### src/rtl/core/cbw_mul.sv
// ----------------------------------------------------------------------------
// cbw_mul
// Shared 32 by 32 unsigned multiplier with a registered product.
// ----------------------------------------------------------------------------
module cbw_mul (
    input  logic        aclk,
    input  logic [31:0] op_a,
    input  logic [31:0] op_b,
    output logic [63:0] prod
);

    logic [63:0] prod_reg;

    always_ff @(posedge aclk) begin
        prod_reg <= 64'(op_a) * 64'(op_b);
    end

    assign prod = prod_reg;

endmodule

### config.mk
export PLATFORM = sky130hd
export DESIGN_NAME = cbw_mul
export DESIGN_NICKNAME = d
export VERILOG_FILES = /design/src/rtl/core/cbw_mul.sv
export SDC_FILE = /design/constraint.sdc
export NUM_CORES = 2
export LEC_CHECK = 0
export CORE_AREA = 2 2 284 286
export DETAILED_ROUTE_END_ITERATION = 10
export DIE_AREA = 0 0 286 288
export DONT_BUFFER_PORTS = 1
export PLACE_DENSITY_LB_ADDON = 0.25
export SKIP_CTS_REPAIR_TIMING = 1
export SYNTH_ARGS = -nofsm -noshare
export SYNTH_HDL_FRONTEND = slang
export SYNTH_SLANG_ARGS = --single-unit
### constraint.sdc
create_clock -name aclk -period 7.4 [get_ports aclk]
set_input_delay 1.11 -clock aclk [delete_from_list [all_inputs] [get_ports aclk]]
set_output_delay 1.11 -clock aclk [all_outputs]
set_load 0.03 [all_outputs]
==> metrics.cfg <==
[yosys]
synth_edf_count=0
syn_area_per_cell_um2=9.25
async_reset_ff_frac=0
syn_nets=4972
yosysSeqAreaShare=0.0369
syn-instance-count=3748
synth_top_area_frac=0.517
syn_area_um2=34700
synthFlopType=dfxtp_1
yosysTopAreaCell=fa_1
ys_warn_count=0
ys_types=57
ys_ff_latch=64
synth_area_leaders=fa_1, and2_1, ha_1, inv_1, nand2_1

[timing]
fin_crit_sh=1.01
rsz0062_at_grt=true
drv_slew=0
max_freq_mhz=133
tightest_slew_ns=0.606
hold_viol=0
fin_crit_ns=7.51
setup_ws_ns=-0.108
slew_headroom=0.593
setup_viol=9

[drt]
drt_iter0_markers=1139
dr_total_vias=24325
routed_wl_um=96200
antenna_left=0
avgViaCountPerCell=5.13
first_pass_iters=5
drc=0
avgRoutedWirePerCell_um=20.3

[floorplanning]
die-area_um2=82400
die_y_um=288
rows=104
initial_core_util=0.435
die-width_um=286
ios=129
core_area_um2=79600

[cts]
cts.clk_slew.worst_paths_ns=0.06
cts_buffers=9
clockBufferDepth=2
cts_tree=yes
clock_sinks=64
cts-root-buf=clkbuf_16
h-tree-depth=3

[layout]
fillerInstances=7770
multi_input_area_um2=29800
drive_gt1_frac=0.0679
syn2layout_area_growth_pct=6.77
diodes=0
final_util=0.465
seq_area_um2=1280
largest_reg_flops=64
fin_nets=4900

[place]
hpwl_um=78400
port_buffers=0
gp_congestion=0.904

[critical_path]
end_kind=flip-flop
critPathRequiredTime_ns=7.64
critPathLaunchType=input port
crit_type=input port to flip-flop
critPathMaxFanout=32
crit_arrival_ns=7.75

[flow_run]
drv_cap=0

[global_route]
grt_pass1_vias=26757
grt_pass1_wl_um=153000
grt_max_degree=33
antenna_found_initial=1
grt_overflow=0
grt_use_total=0.243

[worst_hold_path]
holdPathStages=1
holdCritStartpoint=op_b[0]
holdPathEnd=prod[0]
hold_class=input port to flip-flop

[outcome]
violations=setup timing
outcome=finished with violations

## Yosys cell counts (3+ instances only)
cell,n
a21boi_1,3
ha_1,263
nand2_1,480
o21ai_0,21
o21a_1,9
dfxtp_1,64
nor2_1,20
or3_1,3
buf_2,6
and2_1,602
o31ai_4,3
nor3_1,7
a21o_1,40
nand3_1,10
o21ai_1,5
a21oi_2,3
xnor2_1,35
and3_1,14
a21oi_1,63
and4_1,3
a211oi_1,3
xor2_1,25
o221ai_1,3
fa_1,896
a221oi_4,3
nand4_1,23
a221o_1,4
a31oi_1,12
clkbuf_1,213
o21bai_1,10
inv_1,865
or2_2,3
or4_1,3
## routing by layer
metal	track usage	up-vias	wire [um]
li1	-	10690	-
met1	0.279	12922	35300
met2	0.456	547	52800
met3	0.0283	166	3570
met4	0.0984	0	4490
met5	0	-	0
## logic make-up (layout without fill, tap and decap cells)
logic type	after synthesis	in the layout	synth area share
multiplexers	1	1	0.000289
flip-flops	64	64	0.0369
AO/OA/AOI/OAI	202	202	0.0415
buffers and inverters	1085	1018	0.118
adder cells (fa/ha/maj)	1159	1159	0.612
AND/OR/NAND/NOR	1177	1177	0.176
XOR/XNOR	60	60	0.0152
## area by class of cell
type,instances,area share
multi-input cells,2599,0.804
clock buffers,11,0.00683
inverters,865,0.0877
repair buffers,137,0.0286
clock inverters,5,0.00277
well taps,1060,0.0358
flip-flops and latches,64,0.0346
## worst max path at each step
stage / start / to / slack (ns)
floorplan: op_a[26] / prod[62] / -0.24
global placement: op_b[17] / prod[58] / -0.59
detailed placement: op_b[17] / prod[58] / -0.67
CTS: op_b[20] / prod[58] / -0.30
global route: op_b[18] / prod[62] / -0.27
finish: op_b[7] / prod[63] / -0.11
## cell usage in the layout, fill, tap and decap left out, types with 19 or more instances in the layout
cell	count
a21o_1	40
a21oi_1	51
and2_1	591
buf_4	130
dfxtp_1	64
fa_1	884
ha_1	251
inv_1	855
nand2_1	476
nand4_1	23
nor2_1	19
o21ai_0	19
xnor2_1	35
xor2_1	24
## metrics by stage
stage               hold WS, ns  TNS [ns]  setup slack, ns  instances  area (um2)
floorplan                  1.24     -1.14           -0.239       3748       35100
global placement           1.24     -8.91           -0.586       4716       36200
detailed placement         1.24    -10.87           -0.673       4716       36200
CTS                       0.872     -2.29           -0.297       4732       36600
global route              0.874     -2.63           -0.266       4741       37000
finish                    0.887    -0.498           -0.108       4741       37000
## worst max-delay path, stage by stage
cell      delay, ns
and2_4         0.17
fa_1           0.46
fa_1           0.50
fa_1           0.55
inv_2          0.05
fa_1           0.52
inv_1          0.05
fa_1           0.48
inv_1          0.05
fa_1           0.50
inv_2          0.05
fa_1           0.49
fa_2           0.48
ha_4           0.30
nand4_1        0.08
a2111o_1       0.30
a21o_1         0.22
a21oi_4        0.21
a31oi_4        0.16
o31ai_4        0.41
a21oi_4        0.14
nand4b_1       0.20
and4_1         0.23
Power is not shown: default switching activity piles up to over one toggle a cycle in this logic, so the estimate is an artifact.
