File: src/rtl/core/cbw_pkg.sv
// ----------------------------------------------------------------------------
// cbw_pkg
// Types and constants shared by the cone-beam detector weight block.
// ----------------------------------------------------------------------------
package cbw_pkg;

    localparam int COORD_W   = 32;
    localparam int SLOT_W    = 4;
    localparam int NUM_SLOTS = 12;
    localparam int PIX_W     = 12;
    localparam int DET_W     = 13;
    localparam int MAG_W     = 48;
    localparam int ACC_W     = 96;
    localparam int REM_W     = 100;
    localparam int QUO_W     = 64;

    localparam int DIV_STEPS  = 64;
    localparam int SQRT_STEPS = 32;

    // Base slots of the four geometry vectors.
    localparam logic [SLOT_W-1:0] SLOT_SRC = 4'd0;
    localparam logic [SLOT_W-1:0] SLOT_DET = 4'd3;
    localparam logic [SLOT_W-1:0] SLOT_COL = 4'd6;
    localparam logic [SLOT_W-1:0] SLOT_ROW = 4'd9;

    localparam logic ACT_LOAD  = 1'b0;
    localparam logic ACT_PIXEL = 1'b1;

    localparam logic [1:0] CFG_DET_ROWS = 2'd0;
    localparam logic [1:0] CFG_DET_COLS = 2'd1;

    typedef enum logic [6:0] {
        ST_IDLE   = 7'b0000001,
        ST_YMUL   = 7'b0000010,
        ST_SQ     = 7'b0000100,
        ST_CHECK  = 7'b0001000,
        ST_DIV    = 7'b0010000,
        ST_SQRT   = 7'b0100000,
        ST_FINISH = 7'b1000000
    } state_t;

    typedef struct packed {
        logic                en;
        logic [SLOT_W-1:0]   slot;
        logic [COORD_W-1:0]  value;
    } geom_wr_t;

endpackage

File: src/rtl/core/cbw_store.sv
// ----------------------------------------------------------------------------
// cbw_store
// Twelve-entry geometry register file with one write and one read port.
// ----------------------------------------------------------------------------
module cbw_store (
    input  logic                          aclk,
    input  logic                          aresetn,
    input  cbw_pkg::geom_wr_t             wr,
    input  logic [cbw_pkg::SLOT_W-1:0]    rd_addr,
    output logic [cbw_pkg::COORD_W-1:0]   rd_data
);

    logic [cbw_pkg::COORD_W-1:0] mem_reg [cbw_pkg::NUM_SLOTS];

    always_ff @(posedge aclk) begin
        if (!aresetn) begin
            for (int i = 0; i < cbw_pkg::NUM_SLOTS; i++) begin
                mem_reg[i] <= '0;
            end
        end else if (wr.en && (wr.slot < cbw_pkg::SLOT_W'(cbw_pkg::NUM_SLOTS))) begin
            mem_reg[wr.slot] <= wr.value;
        end
    end

    assign rd_data = (rd_addr < cbw_pkg::SLOT_W'(cbw_pkg::NUM_SLOTS)) ? mem_reg[rd_addr] : '0;

endmodule

File: config.mk
export PLATFORM = sky130hd
export DESIGN_NAME = cbw_store
export DESIGN_NICKNAME = d
export VERILOG_FILES = /design/src/rtl/core/cbw_pkg.sv /design/src/rtl/core/cbw_store.sv
export SDC_FILE = /design/constraint.sdc
export NUM_CORES = 1
export LEC_CHECK = 0
export BUFFER_PORTS_ARGS = -buffer_cell sky130_fd_sc_hd__buf_2
export CELL_PAD_IN_SITES_DETAIL_PLACEMENT = 1
export CELL_PAD_IN_SITES_GLOBAL_PLACEMENT = 1
export CORE_ASPECT_RATIO = 0.8
export CORE_UTILIZATION = 40
export DETAILED_ROUTE_END_ITERATION = 8
export GPL_TIMING_DRIVEN = 0
export PLACE_DENSITY_LB_ADDON = 0.2
export SKIP_CTS_REPAIR_TIMING = 1
export SLEW_MARGIN = 20
export SYNTH_ARGS = -nofsm -noshare
export SYNTH_HDL_FRONTEND = slang
export SYNTH_SLANG_ARGS = --single-unit
File: constraint.sdc
create_clock -name aclk -period 8 [get_ports aclk]
set_clock_uncertainty 0.15 [all_clocks]
set_input_delay 0 -clock aclk [delete_from_list [all_inputs] [get_ports aclk]]
set_output_delay 0 -clock aclk [all_outputs]
set_load 0.01 [all_outputs]
==> impl_metrics.py, run 1 <==
metrics = {
    "status": {
        "outcome": "finished clean",
    },
    "finish": {
        "final_cells": 1922,
        "area_growth_syn_to_layout_pct": 18.9,
        "drive_gt1_frac": 0.239,
        "antenna_cells": 0,
        "seqCellArea_um2": 11500,
        "nets": 1378,
        "largest_reg_flops": 384,
        "fillers": 4240,
        "multi_input_area_um2": 5470,
    },
    "drt": {
        "vias_per_cell": 5.35,
        "vias": 10300,
        "initialDrtViolationCount": 884,
        "wl_per_cell_um": 26.0,
        "drc": 0,
        "finalWirelength_um": 49900,
        "antenna_left": 0,
        "first_pass_iters": 5,
    },
    "sta": {
        "tns_ns": 0,
        "relSlewSlack": 0.259,
        "min_period_ns": 2.27,
        "fmax_ghz": 0.440,
        "period_share": 0.284,
        "rsz0062_at_grt": "no",
        "worst_pin_slew_ns": 1.11,
        "slew_viol_final": 0,
        "final-setup-viol-count": 0,
        "final-hold-violation-count": 0,
    },
    "cts": {
        "cts_num_sinks": 384,
        "cts_max_level": 2,
        "cts_buffers": 41,
        "clkTransAtPathRegs_ns": 0.06,
        "cts-root-buf": "clkbuf_16",
        "clk_path_buf_depth": 3,
        "tritoncts": "yes",
    },
    "die": {
        "die_h_um": 189,
        "die_x_um": 236,
        "initial_core_util": 0.406,
        "die-area_um2": 44700,
        "row_count": 68,
        "core_area_um2": 43200,
        "pin_count": 75,
    },
    "logic_synthesis": {
        "netlist_instances": 1164,
        "synth_top_family_by_area": "simple AND/OR/NAND/NOR gates",
        "yosys_warnings": 0,
        "synthSimpleGateAreaFrac": 0.152,
        "synthMuxAreaShare": 0.123,
        "syn_area_um2": 17500,
        "ys_seq_elements": 384,
        "yosysUniqueCellTypes": 21,
        "yosys.area_share.xor_xnor": 0,
        "synth_compound_area_frac": 0.0300,
        "synth-adder-area-share": 0,
        "syn_avg_cell_area_um2": 15.1,
        "yosysSeqAreaShare": 0.658,
        "syn-num-nets": 1207,
    },
    "worst_setup_path": {
        "critPathKind": "in2reg",
        "crit_path_start_kind": "primary input",
        "crit_required_ns": 8.02,
        "worst_setup_path_end_kind": "flip-flop",
        "worstPathMaxFanout": 32,
        "critPathArrivalTime_ns": 2.30,
    },
    "placement": {
        "portBuffers": 71,
        "place_hpwl_um": 33800,
        "place.gp.congestion": 0.747,
        "dp_cells": 1816,
    },
    "power": {
        "p_leak_nw": 7.45,
        "ir_drop_uv": 174,
        "powerDensity_nw_per_um2": 220,
    },
    "global_route": {
        "track_usage": 0.229,
        "grt_max_degree": 33,
        "antenna_found_initial": 1,
        "grt.overflow.total": 0,
        "grt_pass1_wl_um": 74300,
        "grt_pass1_vias": 11000,
    },
    "job": {
        "maxCapViolations": 0,
    },
    "worst_hold_path": {
        "hp-class": "in2reg",
        "holdPathStages": 2,
    },
}
-- kinds of logic after synthesis --
logic type,after synthesis
muxes,128
buffers and inverters,139
AOI/OAI and AO/OA,73
DFF,384
and+or+nand+nor,440
-- per-stage QoR --
stage	cell area (um^2)	util	hold WS [ns]	power, mW	setup slack [ns]
6_report	20800	0.482	0.0322	4.58	5.73
5_1_grt	20800	0.482	0.0190	4.72	5.64
4_1_cts	20500	0.474	-0.420	4.60	5.78
3_5_place_dp	19300	0.446	0.156	2.82	5.19
3_3_place_gp	18600	0.430	0.151	2.77	1.67
2_1_floorplan	17500	-	0.0482	2.62	4.72
-- worst paths after layout --
kind / start / end / slack [ns]
setup / recovery: aresetn / mem_reg[4][9] / 5.73
hold / removal: aresetn / mem_reg[8][3] / 0.03
-- cell type report --
type,instances,area share
sequential,384,0.553
multi-input combinational,641,0.262
timing repair buffer,128,0.0617
clock buffer,55,0.0538
tap,560,0.0336
buffer,107,0.0253
inverter,32,0.00576
clock inverter,15,0.00450
-- metal layers --
layer,vias to the layer above,part of all wire,wire (um),track usage
met5,-,0,0,0
met2,271,0.49,24300,0.383
li1,4576,-,-,-
met4,0,0.019,959,0.0556
met1,5357,0.44,22000,0.312
met3,74,0.054,2690,0.0389
-- Yosys cell counts (all sizes together) --
| cell type | instances | area (um^2) |
|---|---|---|
| nand4bb | 1 | 11.3 |
| nor2 | 41 | 154 |
| buf | 23 | 189 |
| clkbuf | 84 | 338 |
| o21ai | 9 | 45.0 |
| mux2 | 64 | 721 |
| nor3 | 3 | 30.0 |
| nand2 | 2 | 7.51 |
| and2 | 384 | 2400 |
| inv | 32 | 120 |
| mux4 | 64 | 1440 |
| o32ai | 32 | 280 |
| o22ai | 32 | 200 |
| nand4b | 2 | 17.5 |
| edfxtp | 384 | 11500 |
| nand2b | 7 | 43.8 |
-- critical path: stages --
cell and delay (ns):
buf_2 0.19, nand4b_1 0.52, nor3_2 0.83, nand2b_4 0.71
-- power by group --
part           leakage (nW)  total (mW)  internal [mW]  switching, mW
clock                 0.595        1.80           1.01          0.788
sequential             3.66        2.36           2.33         0.0297
combinational          3.19       0.428          0.185          0.243
-- layout by cell type (no fill, tap or decap), types with 4 or more instances in the layout --
master / n
and2_1: 384
buf_16: 20
buf_2: 80
buf_4: 8
clkbuf_1: 78
clkbuf_16: 43
clkbuf_2: 18
clkinv_1: 8
clkinv_2: 5
dlygate4sd3_1: 36
edfxtp_1: 384
inv_1: 32
mux2_2: 64
mux4_2: 64
nand2b_1: 4
nor2_1: 41
o21ai_4: 9
o22ai_1: 32
o32ai_1: 32
No activity file was read; power rests on OpenSTA's default activity.
==> inputs of run 2 (changes only) <==
clock period = 2.25 ns   (was 8 ns; I/O delays follow)
==> run 2 against run 1 <==
  * Utilization fell by 0.11 points
  * Setup slack got worse by 5.7 ns
  * Clock-buffer cell count is 2 higher
  * Hold slack improved by 0.099 ns
  * Routed wire length about the same
  * Critical path depth up 2
  * Clock power grew to 3.5 times the previous value
  * Sequential power rose to 3.6 times the previous value
  * Largest cell class unchanged
==> impl_metrics.py, run 2 (synthesis gave the netlist of run 1 again) <==
metrics = {
    "drt": {
        "finalWirelength_um": 49900,
        "initialDrtViolationCount": 844,
        "drc": 0,
        "first_pass_iters": 5,
        "vias_per_cell": 5.32,
        "vias": 10200,
        "antenna_left": 0,
        "wl_per_cell_um": 25.9,
    },
    "sta": {
        "fmax_ghz": 0.456,
        "slew_viol_final": 0,
        "worst_slack_ns": 0.0548,
        "rsz0062_at_grt": "no",
        "period_share": 0.976,
        "final-hold-violation-count": 0,
        "worst_pin_slew_ns": 1.15,
        "min_period_ns": 2.20,
        "final-setup-viol-count": 0,
        "relSlewSlack": 0.236,
    },
    "global_route": {
        "track_usage": 0.228,
        "antenna_found_initial": 2,
        "grt_pass1_vias": 10900,
        "grt.overflow.total": 0,
        "grt_max_degree": 33,
        "grt_pass1_wl_um": 73400,
    },
    "finish": {
        "final_util": 0.481,
        "fin_area_um2": 20800,
        "largest_reg_flops": 384,
        "drive_gt1_frac": 0.239,
        "fillers": 4236,
        "multi_input_area_um2": 5470,
        "seqCellArea_um2": 11500,
        "final_cell_mix": "and2_1 (384), edfxtp_1 (384), clkbuf_1 (81), buf_2 (80)",
        "area_growth_syn_to_layout_pct": 18.6,
        "nets": 1375,
    },
    "power": {
        "ir_drop_uv": 555,
        "powerDensity_nw_per_um2": 781,
        "p_leak_nw": 7.41,
    },
    "cts": {
        "cts-root-buf": "clkbuf_16",
        "clk_path_buf_depth": 3,
        "clkTransAtPathRegs_ns": 0.06,
        "cts_buffers": 41,
        "cts_max_level": 2,
        "cts_num_sinks": 384,
        "tritoncts": "yes",
    },
    "die": {
        "initial_core_util": 0.406,
        "pin_count": 75,
        "core_area_um2": 43200,
        "die-area_um2": 44700,
        "die_h_um": 189,
        "die_x_um": 236,
        "row_count": 68,
    },
    "worst_setup_path": {
        "critPathArrivalTime_ns": 2.47,
        "crit_path_end": "mem_reg[7][21]",
        "critPathKind": "in2reg",
        "crit_start": "wr[32]",
        "worstPathMaxFanout": 10,
        "crit_required_ns": 2.52,
        "worst_setup_path_end_kind": "flip-flop",
        "crit_path_start_kind": "primary input",
    },
    "placement": {
        "place_area_um2": 19200,
        "portBuffers": 71,
        "pre_cts_ws_ns": -0.429,
        "place_hpwl_um": 33600,
        "place.gp.congestion": 0.735,
    },
    "job": {
        "maxCapViolations": 0,
    },
    "status": {
        "outcome": "finished clean",
    },
    "worst_hold_path": {
        "hp-class": "in2reg",
        "hp-start": "wr[20]",
    },
}
-- run 2: cell count changes in the layout (fill, tap and decap cells not counted), moves of 2 or more --
cell / before / now
buf_16: 20 / 18
clkbuf_1: 78 / 81
clkbuf_16: 43 / 41
clkinv_8: 0 / 2
diode_2: 0 / 2
-- run 2: power by group --
| group | internal, mW | switching [mW] |
|---|---|---|
| logic | 0.647 | 0.855 |
| registers | 8.27 | 0.106 |
| clock network | 3.51 | 2.86 |
-- run 2: worst min path at each step --
stage | endpoint | cells after the start
3_3_place_gp | mem_reg[10][6] | 2
4_1_cts | mem_reg[11][7] | 2
2_1_floorplan | mem_reg[0][31] | 1
3_5_place_dp | mem_reg[11][7] | 2
6_report | mem_reg[11][20] | 3
5_1_grt | mem_reg[10][7] | 3
-- run 2: area by class of cell --
class                           count  area share
Clock buffer                       57      0.0522
Inverter                           32     0.00578
Clock inverter                     17     0.00644
Timing Repair Buffer              125      0.0587
Antenna cell                        2    0.000241
Tap cell                          560      0.0337
Multi-Input combinational cell    641       0.263
Buffer                            107      0.0254
Sequential cell                   384       0.554
-- run 2: stage by stage --
step,setup TNS (ns),cells,total power [mW],hold slack (ns)
2_1_floorplan,-46.17,1164,9.30,0.0482
3_3_place_gp,-652.78,1795,9.84,0.149
3_5_place_dp,-43.37,1814,10.0,0.157
4_1_cts,-0.0265,1888,16.3,-0.442
5_1_grt,0,1924,16.7,0.130
6_report,0,1925,16.2,0.131
-- run 2: layer usage --
metal | up-vias | global-route usage | share of wire
met1 | 5327 | 0.313 | 0.44
met2 | 255 | 0.379 | 0.49
li1 | 4586 | - | -
met3 | 75 | 0.0338 | 0.046
met5 | - | 0 | 0
met4 | 0 | 0.0596 | 0.023
-- run 2: worst max-delay path, cell delays in order --
cell           delay [ns]
dlygate4sd3_1        0.51
buf_2                0.21
nand2_1              0.29
nor2_1               0.62
clkbuf_1             0.59
and2_1               0.23
==> inputs of run 3 (changes only) <==
ABC_AREA = 1   (was unset)
HOLD_SLACK_MARGIN = 0.08   (was unset)
==> run 3 against run 2 <==
  * Flip-flop and latch count did not move
  * Final area rose by 0.75%
  * Via count rose by 36%
  * Sequential power barely moved
==> impl_metrics.py, run 3 <==
metrics = {
    "status": {
        "outcome": "finished clean",
    },
    "logic_synthesis": {
        "syn_avg_cell_area_um2": 9.18,
        "synth_top_area_frac": 0.645,
        "syn_area_um2": 17900,
        "yosys-top-cells-area": "edfxtp_1 (64%), nor2_1 (10%), nand2_1 (8.4%), nand3_1 (5.7%), inv_1 (4.8%)",
        "synth_top_area_cell": "edfxtp_1",
        "syn-num-nets": 1991,
        "synthArstFlopShare": 0,
        "yosysMostFrequentCell": "nor2_1",
        "yosysSeqAreaShare": 0.645,
        "ys_top_cells_by_count": "nor2_1 (487), nand2_1 (398), edfxtp_1 (384)",
        "synth_edf_count": 384,
        "yosysUniqueCellTypes": 14,
        "netlist_instances": 1948,
        "yosys_most_used_dff": "edfxtp_1",
        "ys_seq_elements": 384,
        "yosys_warnings": 0,
    },
    "placement": {
        "portBuffers": 73,
        "place.gp.congestion": 0.830,
        "place_area_um2": 19300,
        "place_hpwl_um": 40800,
    },
    "cts": {
        "tritoncts": "yes",
        "cts_buffers": 42,
        "clk_path_buf_depth": 3,
        "clkTransAtPathRegs_ns": 0.06,
        "cts-root-buf": "clkbuf_16",
        "cts_num_sinks": 384,
        "cts_max_level": 2,
    },
    "global_route": {
        "met2_usage": 0.420,
        "track_usage": 0.252,
        "grt_pass1_wl_um": 85000,
        "use_met3": 0.0397,
        "grt.overflow.total": 0,
        "grt_most_used_layer": "met2",
        "grt_max_degree": 27,
        "met1_usage": 0.343,
        "antenna_found_initial": 2,
        "grt_pass1_vias": 14300,
    },
    "worst_setup_path": {
        "crit_start": "wr[33]",
        "crit_path_start_kind": "primary input",
        "crit_required_ns": 2.34,
        "cpPeakStageDelay_ns": 0.58,
        "critPathKind": "in2reg",
        "crit_chain": "buf_2 > dlygate4sd3_1 > nor2_1 > nand3_1 > buf_2 > nand2_2 > buf_16",
        "worst_setup_path_end_kind": "flip-flop",
        "critPathTopFamily": "buffers and inverters",
        "cp_slowest_cell": "dlygate4sd3_1",
        "worstPathMaxFanout": 18,
        "worst_path_most_repeated_cell": "buf_2",
        "critPathArrivalTime_ns": 2.26,
        "path_buf_inv": 4,
    },
    "sta": {
        "min_period_ns": 2.18,
        "relSlewSlack": 0.416,
        "worst_hold_slack_ns": 0.0395,
        "period_share": 0.967,
        "final-hold-violation-count": 0,
        "worst_pin_slew_ns": 0.875,
        "slew_viol_final": 0,
        "tns_ns": 0,
        "rsz0062_at_grt": "no",
        "fmax_ghz": 0.460,
        "final-setup-viol-count": 0,
    },
    "job": {
        "maxCapViolations": 0,
    },
    "drt": {
        "first_pass_iters": 5,
        "wl_per_cell_um": 20.7,
        "drc": 0,
        "finalWirelength_um": 56600,
        "vias_per_cell": 5.09,
        "initialDrtViolationCount": 1115,
        "antenna_left": 0,
        "vias": 13900,
    },
    "finish": {
        "multi_input_area_um2": 4860,
        "nets": 2155,
        "final_common_cell": "nor2_1",
        "area_growth_syn_to_layout_pct": 17.1,
        "final_cell_mix": "nor2_1 (487), nand2_1 (386), edfxtp_1 (384), inv_1 (231), nand3_1 (204)",
        "largest_reg_flops": 384,
        "drive_gt1_frac": 0.105,
        "fin_area_um2": 21000,
        "seqCellArea_um2": 11500,
        "fillers": 5019,
    },
    "die": {
        "core_area_um2": 43600,
        "die_x_um": 238,
        "die-area_um2": 45600,
        "die_h_um": 191,
        "row_count": 68,
        "initial_core_util": 0.410,
        "pin_count": 75,
    },
    "power": {
        "powerDensity_nw_per_um2": 790,
        "p_total_mw": 16.5,
        "ir_drop_uv": 479,
        "p_leak_nw": 9.01,
    },
    "worst_hold_path": {
        "hp-class": "in2reg",
        "hp-start": "wr[33]",
    },
}
## run 3: changes by cell type after synthesis, moves of 58 or more
cell	change
nand3_1	+204
buf_2	+58
and2_1	-384
mux2_2	-64
nor2_1	+446
mux4_2	-64
inv_1	+199
o21ai_0	+77
nand2_1	+396
## run 3: final cells by class
type / count / area share
Clock buffer: 57 / 0.0559
Buffer: 145 / 0.0312
Multi-Input combinational cell: 1186 / 0.232
Antenna cell: 1 / 0.000119
Tap cell: 595 / 0.0355
Sequential cell: 384 / 0.550
Clock inverter: 18 / 0.00514
Timing Repair Buffer: 120 / 0.0481
Inverter: 233 / 0.0417
## run 3: routing by layer
metal / routed length [um] / share of wire
met5: 8 / 0.00014
met4: 1130 / 0.020
met3: 3620 / 0.064
met2: 27000 / 0.48
met1: 24800 / 0.44
## run 3: where the power goes
group | total, mW | switching [mW] | internal [mW]
logic | 1.61 | 1.14 | 0.473
registers | 8.36 | 0.105 | 8.26
clock network | 6.57 | 2.82 | 3.75
total | 16.5 | 4.07 | 12.5
## run 3: metrics by stage
stage	worst slack (ns)	std cells	util
after CTS	0.152	2703	0.472
after detailed placement	-0.236	2628	0.443
after global placement	-0.981	2616	0.435
after floorplan	0.308	1948	-
after global routing	0.0348	2738	0.480
final	0.0740	2739	0.480
## run 3: logic make-up (layout without fill, tap and decap cells)
group | Yosys count | count (layout) | synth area share
other cells | 0 | 1 | 0
flops | 384 | 384 | 0.645
compound gates | 96 | 96 | 0.0269
simple gates | 1090 | 1090 | 0.243
buf+inv | 378 | 573 | 0.0855
## run 3: worst min-delay path: cells and delay by family
kind          cells  cell delay (ns)
buf+inv           1             0.12
simple gates      3             0.43
## run 3: final timing paths
check            end  slack, ns  cells past startpoint
min    mem_reg[9][1]       0.04                      4
max    mem_reg[0][8]       0.07                      7
